## src/hdl/nvpd_pkg.sv

```systemverilog
// shared constants and types for the name-value pair deframer
`default_nettype none

package nvpd_pkg;

	typedef logic [2:0] phase_t;
	typedef logic [1:0] kind_t;

	localparam phase_t PH_NAME_HDR   = 3'd0;
	localparam phase_t PH_NAME_LONG  = 3'd1;
	localparam phase_t PH_VALUE_HDR  = 3'd2;
	localparam phase_t PH_VALUE_LONG = 3'd3;
	localparam phase_t PH_NAME       = 3'd4;
	localparam phase_t PH_VALUE      = 3'd5;
	localparam phase_t PH_DISCARD    = 3'd6;

	localparam kind_t KIND_HEADER  = 2'd0;
	localparam kind_t KIND_NAME    = 2'd1;
	localparam kind_t KIND_VALUE   = 2'd2;
	localparam kind_t KIND_DISCARD = 2'd3;

	localparam int LEN_W     = 31;
	localparam int CNT_W     = 4;
	localparam int ADDR_W    = 3;
	localparam int DATA_W    = 32;
	localparam int LONG_REST = 3;

	localparam logic [ADDR_W-1:0] REG_MIN_PAIR_BYTES = 3'd0;
	localparam logic [CNT_W-1:0]  MIN_PAIR_RESET     = 4'd2;
	localparam logic [CNT_W-1:0]  CNT_MAX            = 4'd15;

	typedef logic [LEN_W-1:0] len_t;

endpackage

`default_nettype wire

```

## src/hdl/name_value_pair_deframer.sv

```systemverilog
// top level: name-value pair deframer for a params record body
// each result beat is registered and appears in the cycle after its input beat is accepted
// throughput: one byte per cycle while out_ready holds; the result register is refilled in the cycle it drains
// the length fields, counters and phase are updated in one pass per byte
// reset: arst_n clears the pair state and the output valid, min_pair_bytes returns to 2
`default_nettype none

module name_value_pair_deframer #(
	parameter int LENGTH_BITS = 31
) (
	input  wire logic                            clk,
	input  wire logic                            arst_n,
	input  wire logic                            psel,
	input  wire logic                            penable,
	input  wire logic                            pwrite,
	input  wire logic [nvpd_pkg::ADDR_W-1:0]     paddr,
	input  wire logic [nvpd_pkg::DATA_W-1:0]     pwdata,
	output logic      [nvpd_pkg::DATA_W-1:0]     prdata,
	output logic                                 pready,
	input  wire logic                            in_valid,
	output logic                                 in_ready,
	input  wire logic [7:0]                      data_byte,
	input  wire logic                            last_byte,
	output logic                                 out_valid,
	input  wire logic                            out_ready,
	output logic [7:0]                           out_byte,
	output logic [1:0]                           byte_kind,
	output logic                                 header_done,
	output logic [nvpd_pkg::LEN_W-1:0]           name_len,
	output logic [nvpd_pkg::LEN_W-1:0]           value_len,
	output logic                                 pair_done,
	output logic                                 bad_pair
);

	localparam int LW = nvpd_pkg::LEN_W;
	localparam int CW = nvpd_pkg::CNT_W;
	localparam logic [LW-1:0] LEN_LIM = LW'((64'd1 << LENGTH_BITS) - 64'd1);

	// configuration
	logic [nvpd_pkg::CNT_W-1:0] min_pair_bytes_q;

	always_ff @(posedge clk or negedge arst_n) begin
		if (!arst_n) begin
			min_pair_bytes_q <= nvpd_pkg::MIN_PAIR_RESET;
		end else if (psel && penable && pwrite && pready &&
				paddr[nvpd_pkg::ADDR_W-1] == nvpd_pkg::REG_MIN_PAIR_BYTES[nvpd_pkg::ADDR_W-1]) begin
			min_pair_bytes_q <= pwdata[nvpd_pkg::CNT_W-1:0];
		end
	end

	assign pready = 1'b1;
	assign prdata = (paddr[nvpd_pkg::ADDR_W-1] ==
			nvpd_pkg::REG_MIN_PAIR_BYTES[nvpd_pkg::ADDR_W-1]) ?
			{{(nvpd_pkg::DATA_W-nvpd_pkg::CNT_W){1'b0}}, min_pair_bytes_q} :
			{nvpd_pkg::DATA_W{1'b0}};

	// pair state
	nvpd_pkg::phase_t           phase_q, phase_n;
	logic [nvpd_pkg::CNT_W-1:0] cnt_q, cnt_n;
	nvpd_pkg::len_t             nlen_q, nlen_n, vlen_q, vlen_n;
	logic [LENGTH_BITS-1:0]     left_q, left_n, left_dec;

	nvpd_pkg::kind_t kind;
	logic            hcomplete, hdone, pdone, bad, pending, too_wide, left_one;
	nvpd_pkg::len_t  onl, ovl;

	logic accept;
	assign in_ready = !out_valid || out_ready;
	assign accept   = in_valid && in_ready;

	assign left_dec = left_q - LENGTH_BITS'(1);
	assign left_one = (left_q == LENGTH_BITS'(1));

	always_comb begin
		phase_n   = phase_q;
		nlen_n    = nlen_q;
		vlen_n    = vlen_q;
		left_n    = left_q;
		kind      = nvpd_pkg::KIND_HEADER;
		hcomplete = 1'b0;
		hdone     = 1'b0;
		pdone     = 1'b0;
		bad       = 1'b0;
		onl       = '0;
		ovl       = '0;
		too_wide  = 1'b0;
		pending   = 1'b0;

		if (phase_q != nvpd_pkg::PH_DISCARD && cnt_q != nvpd_pkg::CNT_MAX) begin
			cnt_n = cnt_q + CW'(1);
		end else begin
			cnt_n = cnt_q;
		end

		unique case (phase_q)
			nvpd_pkg::PH_NAME_LONG: begin
				nlen_n = {nlen_q[LW-9:0], data_byte};
				left_n = left_dec;
				if (left_one) begin
					phase_n = nvpd_pkg::PH_VALUE_HDR;
				end
			end
			nvpd_pkg::PH_VALUE_HDR: begin
				if (!data_byte[7]) begin
					vlen_n    = LW'(data_byte);
					hcomplete = 1'b1;
				end else begin
					vlen_n  = LW'(data_byte[6:0]);
					left_n  = LENGTH_BITS'(nvpd_pkg::LONG_REST);
					phase_n = nvpd_pkg::PH_VALUE_LONG;
				end
			end
			nvpd_pkg::PH_VALUE_LONG: begin
				vlen_n = {vlen_q[LW-9:0], data_byte};
				left_n = left_dec;
				if (left_one) begin
					hcomplete = 1'b1;
				end
			end
			nvpd_pkg::PH_NAME: begin
				kind   = nvpd_pkg::KIND_NAME;
				left_n = left_dec;
				if (left_one) begin
					if (vlen_q != '0) begin
						phase_n = nvpd_pkg::PH_VALUE;
						left_n  = vlen_q[LENGTH_BITS-1:0];
					end else begin
						pdone = 1'b1;
					end
				end
			end
			nvpd_pkg::PH_VALUE: begin
				kind   = nvpd_pkg::KIND_VALUE;
				left_n = left_dec;
				if (left_one) begin
					pdone = 1'b1;
				end
			end
			nvpd_pkg::PH_DISCARD: begin
				kind = nvpd_pkg::KIND_DISCARD;
			end
			default: begin
				if (!data_byte[7]) begin
					nlen_n  = LW'(data_byte);
					phase_n = nvpd_pkg::PH_VALUE_HDR;
				end else begin
					nlen_n  = LW'(data_byte[6:0]);
					left_n  = LENGTH_BITS'(nvpd_pkg::LONG_REST);
					phase_n = nvpd_pkg::PH_NAME_LONG;
				end
			end
		endcase

		if (hcomplete) begin
			too_wide = ((nlen_n & ~LEN_LIM) != '0) || ((vlen_n & ~LEN_LIM) != '0);
			if (too_wide) begin
				bad     = 1'b1;
				phase_n = nvpd_pkg::PH_DISCARD;
				left_n  = '0;
			end else begin
				hdone = 1'b1;
				onl   = nlen_n;
				ovl   = vlen_n;
				if (nlen_n != '0) begin
					phase_n = nvpd_pkg::PH_NAME;
					left_n  = nlen_n[LENGTH_BITS-1:0];
				end else if (vlen_n != '0) begin
					phase_n = nvpd_pkg::PH_VALUE;
					left_n  = vlen_n[LENGTH_BITS-1:0];
				end else begin
					pdone = 1'b1;
				end
			end
		end

		if (pdone) begin
			phase_n = nvpd_pkg::PH_NAME_HDR;
			cnt_n   = '0;
			nlen_n  = '0;
			vlen_n  = '0;
			left_n  = '0;
		end

		if (last_byte) begin
			pending = (phase_n != nvpd_pkg::PH_NAME_HDR || cnt_n != '0) &&
					phase_n != nvpd_pkg::PH_DISCARD;
			if (pending && cnt_n >= min_pair_bytes_q) begin
				bad = 1'b1;
			end
			phase_n = nvpd_pkg::PH_NAME_HDR;
			cnt_n   = '0;
			nlen_n  = '0;
			vlen_n  = '0;
			left_n  = '0;
		end
	end

	always_ff @(posedge clk or negedge arst_n) begin
		if (!arst_n) begin
			phase_q <= nvpd_pkg::PH_NAME_HDR;
			cnt_q   <= '0;
			nlen_q  <= '0;
			vlen_q  <= '0;
			left_q  <= '0;
		end else if (accept) begin
			phase_q <= phase_n;
			cnt_q   <= cnt_n;
			nlen_q  <= nlen_n;
			vlen_q  <= vlen_n;
			left_q  <= left_n;
		end
	end

	// result register
	logic                  out_valid_q;
	logic [7:0]            out_byte_q;
	nvpd_pkg::kind_t       kind_q;
	logic                  hdone_q, pdone_q, bad_q;
	nvpd_pkg::len_t        onl_q, ovl_q;

	always_ff @(posedge clk or negedge arst_n) begin
		if (!arst_n) begin
			out_valid_q <= 1'b0;
		end else if (accept) begin
			out_valid_q <= 1'b1;
		end else if (out_ready) begin
			out_valid_q <= 1'b0;
		end
	end

	always_ff @(posedge clk) begin
		if (accept) begin
			out_byte_q <= data_byte;
			kind_q     <= kind;
			hdone_q    <= hdone;
			onl_q      <= onl;
			ovl_q      <= ovl;
			pdone_q    <= pdone;
			bad_q      <= bad;
		end
	end

	assign out_valid   = out_valid_q;
	assign out_byte    = out_byte_q;
	assign byte_kind   = kind_q;
	assign header_done = hdone_q;
	assign name_len    = onl_q;
	assign value_len   = ovl_q;
	assign pair_done   = pdone_q;
	assign bad_pair    = bad_q;

endmodule

`default_nettype wire
```

## config.mk

```make
export PLATFORM = sky130hd
export DESIGN_NAME = name_value_pair_deframer
export DESIGN_NICKNAME = d
export VERILOG_FILES = /design/src/hdl/nvpd_pkg.sv /design/src/hdl/name_value_pair_deframer.sv
export SDC_FILE = /design/constraint.sdc
export NUM_CORES = 1
export LEC_CHECK = 0
export ABC_AREA = 1
export BUFFER_PORTS_ARGS = -buffer_cell sky130_fd_sc_hd__buf_4
export CORE_MARGIN = 8
export CORE_UTILIZATION = 58
export DETAILED_ROUTE_END_ITERATION = 7
export MAX_ROUTING_LAYER = met4
export PLACE_DENSITY = 0.81
export SLEW_MARGIN = 30
export SYNTH_ARGS = -nofsm -noshare
export SYNTH_HDL_FRONTEND = slang
export SYNTH_SLANG_ARGS = --single-unit
```

## constraint.sdc

```tcl
create_clock -name clk -period 4 [get_ports clk]
set_clock_uncertainty 0.15 [all_clocks]
set_input_delay 0.8 -clock clk [delete_from_list [all_inputs] [get_ports clk]]
set_output_delay 0.8 -clock clk [all_outputs]
set_load 0.005 [all_outputs]
```

; After elaboration in Yosys (flattened, before gate mapping)
; Cells that the tools add are included.
[word_totals]
regBits = 180
input_bits = 51
output_inout_bits = 110
word_cells = 91
[classes]
addsub = 2
order_cmp = 1
n_eq_ne = 10
muxes = 44
bitwise_logic = 1
n_reduce_logical = 19
[ops]
columns = op, n
row1 = 31-bit two-way mux, 12
row2 = 31-bit case mux with 2 select lines, 2
row3 = 31-bit case mux with 3 select lines, 1
row4 = 31-bit nonzero test, 3
row5 = "31-bit by 1-bit == test with 1-bit output, second input constant", 1
row6 = "31-bit by 1-bit subtractor with 31-bit output, second input constant", 1
row7 = 3-bit two-way mux, 9
row8 = 4-bit two-way mux, 4
row9 = 3-bit case mux with 4 select lines, 1
row10 = 1-bit two-way mux, 11
row11 = "3-bit == test, second input constant", 3
row12 = 1-bit logical AND, 7
row13 = "3-bit by 2-bit == test with 1-bit output, second input constant", 2
row14 = "3-bit inequality test, second input constant", 2
row15 = 2-bit case mux with 3 select lines, 1
row16 = 3-bit OR reduction, 2
row17 = 5-bit OR reduction, 1
row18 = "4-bit by 1-bit adder with 4-bit output, second input constant", 1
row19 = 4-bit greater-or-equal comparator, 1
row20 = "4-bit inequality test, second input constant", 1
row21 = 1-bit case mux with 2 select lines, 2
row22 = 4-bit nonzero test, 1
row23 = "3-bit by 1-bit == test with 1-bit output, second input constant", 1
row24 = 3-bit nonzero test, 1
row25 = 5 further kinds, 6

; Longest topological paths before layout
[logic_depth]
ltp_word = 13
depth_mapped = 26
mapped_depth_nobuf = 24

; Worst setup path before layout
; OpenSTA, ideal clock, no wires.
[synth_path]
kind = input-to-reg
startpoint = in out_ready
endpoint = reg bad_q, in the netlist bad_pair, enable pin
setup_ns = 0.469
t_arrival_ns = 3.412
required_ns = 3.381
path_slack_ns = -0.031
stages = 5
path_buffers = 1
cell_sequence = inv_1 > nand2_1 > nand2_1 > clkinv_1 > clkbuf_1
[synth_between]
elab_chain_len = 2
[synth_rtl]
columns = item, line_no
row1 = start: declaration, name_value_pair_deframer.sv:25  ; input wire logic out_ready,
row2 = 1-bit logical OR, name_value_pair_deframer.sv:68  ; assign in_ready = !out_valid || out_ready;
row3 = named net in_ready, name_value_pair_deframer.sv:21  ; output logic in_ready,
row4 = 1-bit logical AND, name_value_pair_deframer.sv:69  ; assign accept = in_valid && in_ready;
row5 = named net accept, name_value_pair_deframer.sv:67  ; logic accept;
row6 = end signal: assignment, name_value_pair_deframer.sv:239  ; bad_q <= bad;
row7 = end: declaration, name_value_pair_deframer.sv:218  ; logic hdone_q, pdone_q, bad_q;
; The timed path passes the listed nets, and every way through them passes these cells.
; A chain may end at the register's enable or synchronous reset.

; Worst setup path in the final report
[layout_path]
startpoint = reg phase_q[2]
endpoint = reg bad_q, in the netlist bad_pair, data pin
[layout_between]
elab_chain_len = 12
elab_cells_between_ends = 38
classes_between = order compare: 1 / eq/ne: 8 / mux: 19 / reduce/logical: 10
[layout_rtl]
columns = item, line_no
row1 = start: declaration, name_value_pair_deframer.sv:58  ; nvpd_pkg::phase_t phase_q, phase_n;
row2 = start signal: assignment, name_value_pair_deframer.sv:200  ; phase_q <= nvpd_pkg::PH_NAME_HDR;
row3 = start signal: assignment, name_value_pair_deframer.sv:206  ; phase_q <= phase_n;
row4 = 3-bit == test / 3-bit by 2-bit == test with 1-bit output (equally long branches), name_value_pair_deframer.sv:95  ; unique case (phase_q)
row5 = 5-bit OR reduction (no source line) / 31-bit case mux with 2 select lines (equally long branches), --
row6 = 31-bit case mux with 2 select lines / 31-bit nonzero test (equally long branches), "name_value_pair_deframer.sv:95, name_value_pair_deframer.sv:167"
row7 = 31-bit nonzero test / 1-bit two-way mux (equally long branches), "name_value_pair_deframer.sv:164, name_value_pair_deframer.sv:167"
row8 = 1-bit two-way mux, name_value_pair_deframer.sv:164  ; if (nlen_n != '0) begin
row9 = 1-bit two-way mux (*), name_value_pair_deframer.sv:154  ; if (hcomplete) begin
row10 = named net pdone, name_value_pair_deframer.sv:64  ; logic hcomplete, hdone, pdone, bad, pending, too_wide, left_one;
row11 = "parallel branches: the longest is 4 deep, another holds 4-bit greater-or-equal comparator", --
row12 = 1-bit logical AND (*), name_value_pair_deframer.sv:187  ; if (pending && cnt_n >= min_pair_bytes_q) begin
row13 = 1-bit two-way mux (*), name_value_pair_deframer.sv:187
; Mark *: on every way through the listed nets, which the timed path passes.

==> results.toml <==
[clocking]
ctsHoldBuffers = 0
cts_tree = "done"
cts_buffers = 17
cts_sinks = 180
clockBufferDepth = 2
htree_levels = 4
clk_pin_slew_ns = 0.07
cts_root_buffer = "clkbuf_16"
clock_latency_ns = 0.44

[logic_synthesis]
avgSynthCellArea_sq_um = 7.51
synth_edf_count = 75
ys_top_cells_by_count = "417 x nand2_1, 194 x nor2_1, 182 x inv_1"
synth_area_leaders = "dfrtp_1 23%, edfxtp_1 20%, nand2_1 14%"
synthCells = 1479
postSynth.asyncResetShare_pct = 58.3
synth.top_cell.area_share_pct = 23.4
yosysTopAreaCell = "dfrtp_1"
ys_warn_count = 0
synth_area_sq_um = 11100
synth_ff_type = "dfrtp_1"
ys_seq_area_share_pct = 44.0
synth.distinct_cells = 41
yosysMostFrequentCell = "nand2_1"
synth_seq_cells = 180

[routing]
first_pass_iters = 6
drt-total-wl_microns = 36700
vias = 10800
drc = 0
drt-vias-per-instance = 5.92
drtIter0Drc = 1618
antenna_left = 0
wl_per_cell_microns = 20.2

[worst_setup_path]
reg2reg_slack_ns = 0.24
endpoint_kind = "register"
worstPathArrival_ns = 3.80
crit_path_max_fanout = 24
cp.required_ns = 4.04
worst-setup-path-type = "register to register"
critPathLaunchType = "register"

[placement]
placed_cell_area_sq_um = 12000
port_buffers = 101
dp_hpwl_microns = 25700
place.gp.congestion = 0.967

[timing]
rsz0062_at_grt = "no"
tightest_slew_ns = 0.797
tns_ns = 0
final-hold-violation-count = 0
setup_viol = 0
maxSlewViolCount = 0
fmax_mhz = 266
slew_headroom_pct = 46.9
hold_slack_ns = 0.274
period_minus_slack_ns = 3.76
post-route-period-util_pct = 94.0

[floorplanning]
die_x_microns = 154
rows = 50
num_io_pins = 161
start_util_pct = 59.2
fp.dieH_microns = 154
die_area_sq_um = 23800
core_area_sq_um = 18800

[global_route]
grtUsageMet2_pct = 46.1
grt_pass1_vias = 10200
grt_pass1_wl_microns = 57000
grt_usage_pct = 31.6
grt_overflow_total = 0
grt_antenna_before_repair = 0
met3_usage_pct = 6.24
grt_max_degree = 64
top_usage_layer = "met2"
met1_usage_pct = 43.1

[pwr]
peakVddDrop_mv = 0.437
powerDensity_nw_per_um2 = 671
p_leak_uw = 0.00605

[final_layout]
fin_nets = 1627
drive_gt1_share_pct = 15.4
final_util_pct = 67.6
postLayoutCellArea_sq_um = 12700
syn_to_final_growth_pct = 14.2
num_antenna_cells = 0

[flow_run]
cap_violations = 0

[worst_hold_path]
holdCritPathClass = "input pin to asynchronous set/reset pin"

[outcome]
outcome = "complete, no violations"
per-stage QoR:
step	setup slack, ns	cells	total power, uW
2_1_floorplan	0.410	1506	5340
3_3_place_gp	0.287	1785	6460
3_5_place_dp	0.300	1785	6510
4_1_cts	0.218	1817	8350
5_1_grt	0.0204	1817	9030
6_report	0.240	1817	8510
cells in the final DEF (no fill, tap or decap), drive strengths merged, types with 3 or more instances in the layout:
| master | count |
|---|---|
| xor2 | 28 |
| a31o | 5 |
| inv | 194 |
| dfrtp | 104 |
| nand2 | 422 |
| o211ai | 17 |
| o22ai | 61 |
| clkbuf | 18 |
| nor2 | 198 |
| edfxtp | 75 |
| nand4 | 41 |
| a21oi | 17 |
| nor4 | 3 |
| conb | 29 |
| bufinv | 3 |
| o21ai | 115 |
| ha | 6 |
| nor3 | 8 |
| nand3 | 66 |
| or2 | 10 |
| buf | 147 |
| clkinvlp | 3 |
cell families (layout without fill, tap and decap cells):
group	after synthesis	in the layout	synth area share [%]
xor gates and xnor gates	29	29	2.29
buffers and inverters	290	367	12.0
and+or+nand+nor	752	752	28.3
AOI/OAI and AO/OA	220	220	12.7
other	2	29	0.0676
adders and majority gates	6	6	0.676
DFF	180	180	44.0
registers in the layout, indices dropped and copies added (netlist names):
register,cells
left_q,31
name_len,31
nlen_q,31
value_len,31
vlen_q,31
out_byte,8
cnt_q,4
min_pair_bytes_q,4
phase_q,3
byte_kind,2
bad_pair,1
header_done,1
out_valid,1
pair_done,1
cell type report:
cell class,instances,area (sq um)
Multi-Input combinational cell,1036,5010
Inverter,188,708
Timing Repair Buffer,147,1160
Fill cell,1591,6090
Tap cell,234,293
Clock buffer,18,429
Clock inverter,14,198
Sequential cell,180,4880
path summary, 6_finish.rpt:
check,from,end,depth (start not counted)
max in group asynchronous,arst_n,min_pair_bytes_q[1],2
min in group clk,nlen_q[26],nlen_q[26],2
worst max register to register,phase_q[2],bad_pair,24
worst min register to register,nlen_q[26],nlen_q[26],2
worst max-delay path,phase_q[2],bad_pair,24
worst min-delay path,arst_n,nlen_q[16],1
report_power, final:
part           total (uW)  internal, uW  switching (uW)
sequential           2460          2180             275
combinational        4220          1420            2790
clock                1840          1010             829
per-layer routing:
layer  up-vias  wire [microns]
met3        99            4230
met1      5064           15000
met2       699           16300
met4         0            1290
met5         -               0
li1       4901               -
worst max-delay path, cell delays in order (launching register included):
cell and delay, ns:
dfrtp_2 0.45, inv_2 0.15, nand2_4 0.09, buf_8 0.17, nand2_1 0.07, nand2_1 0.14, inv_1 0.17, nand2_1 0.07
nor2_1 0.15, nand2_1 0.10, nor2_1 0.13, nand2_1 0.14, nor2_2 0.16, nand2_4 0.08, nand2_1 0.18, or2_2 0.15
ha_1 0.21, o21ai_0 0.15, nand2_1 0.09, o21ai_0 0.17, inv_1 0.06, nand2_1 0.06, nand2_1 0.09, nand2_1 0.07
nor2_1 0.04
what timing repair did:
action / 4_1_cts / 5_1_grt
resized for setup: 0 / 6
buffers inserted: 0 / 0
endpoints found under the setup margin: 0 / 1
No activity file was read; power rests on OpenSTA's default activity.
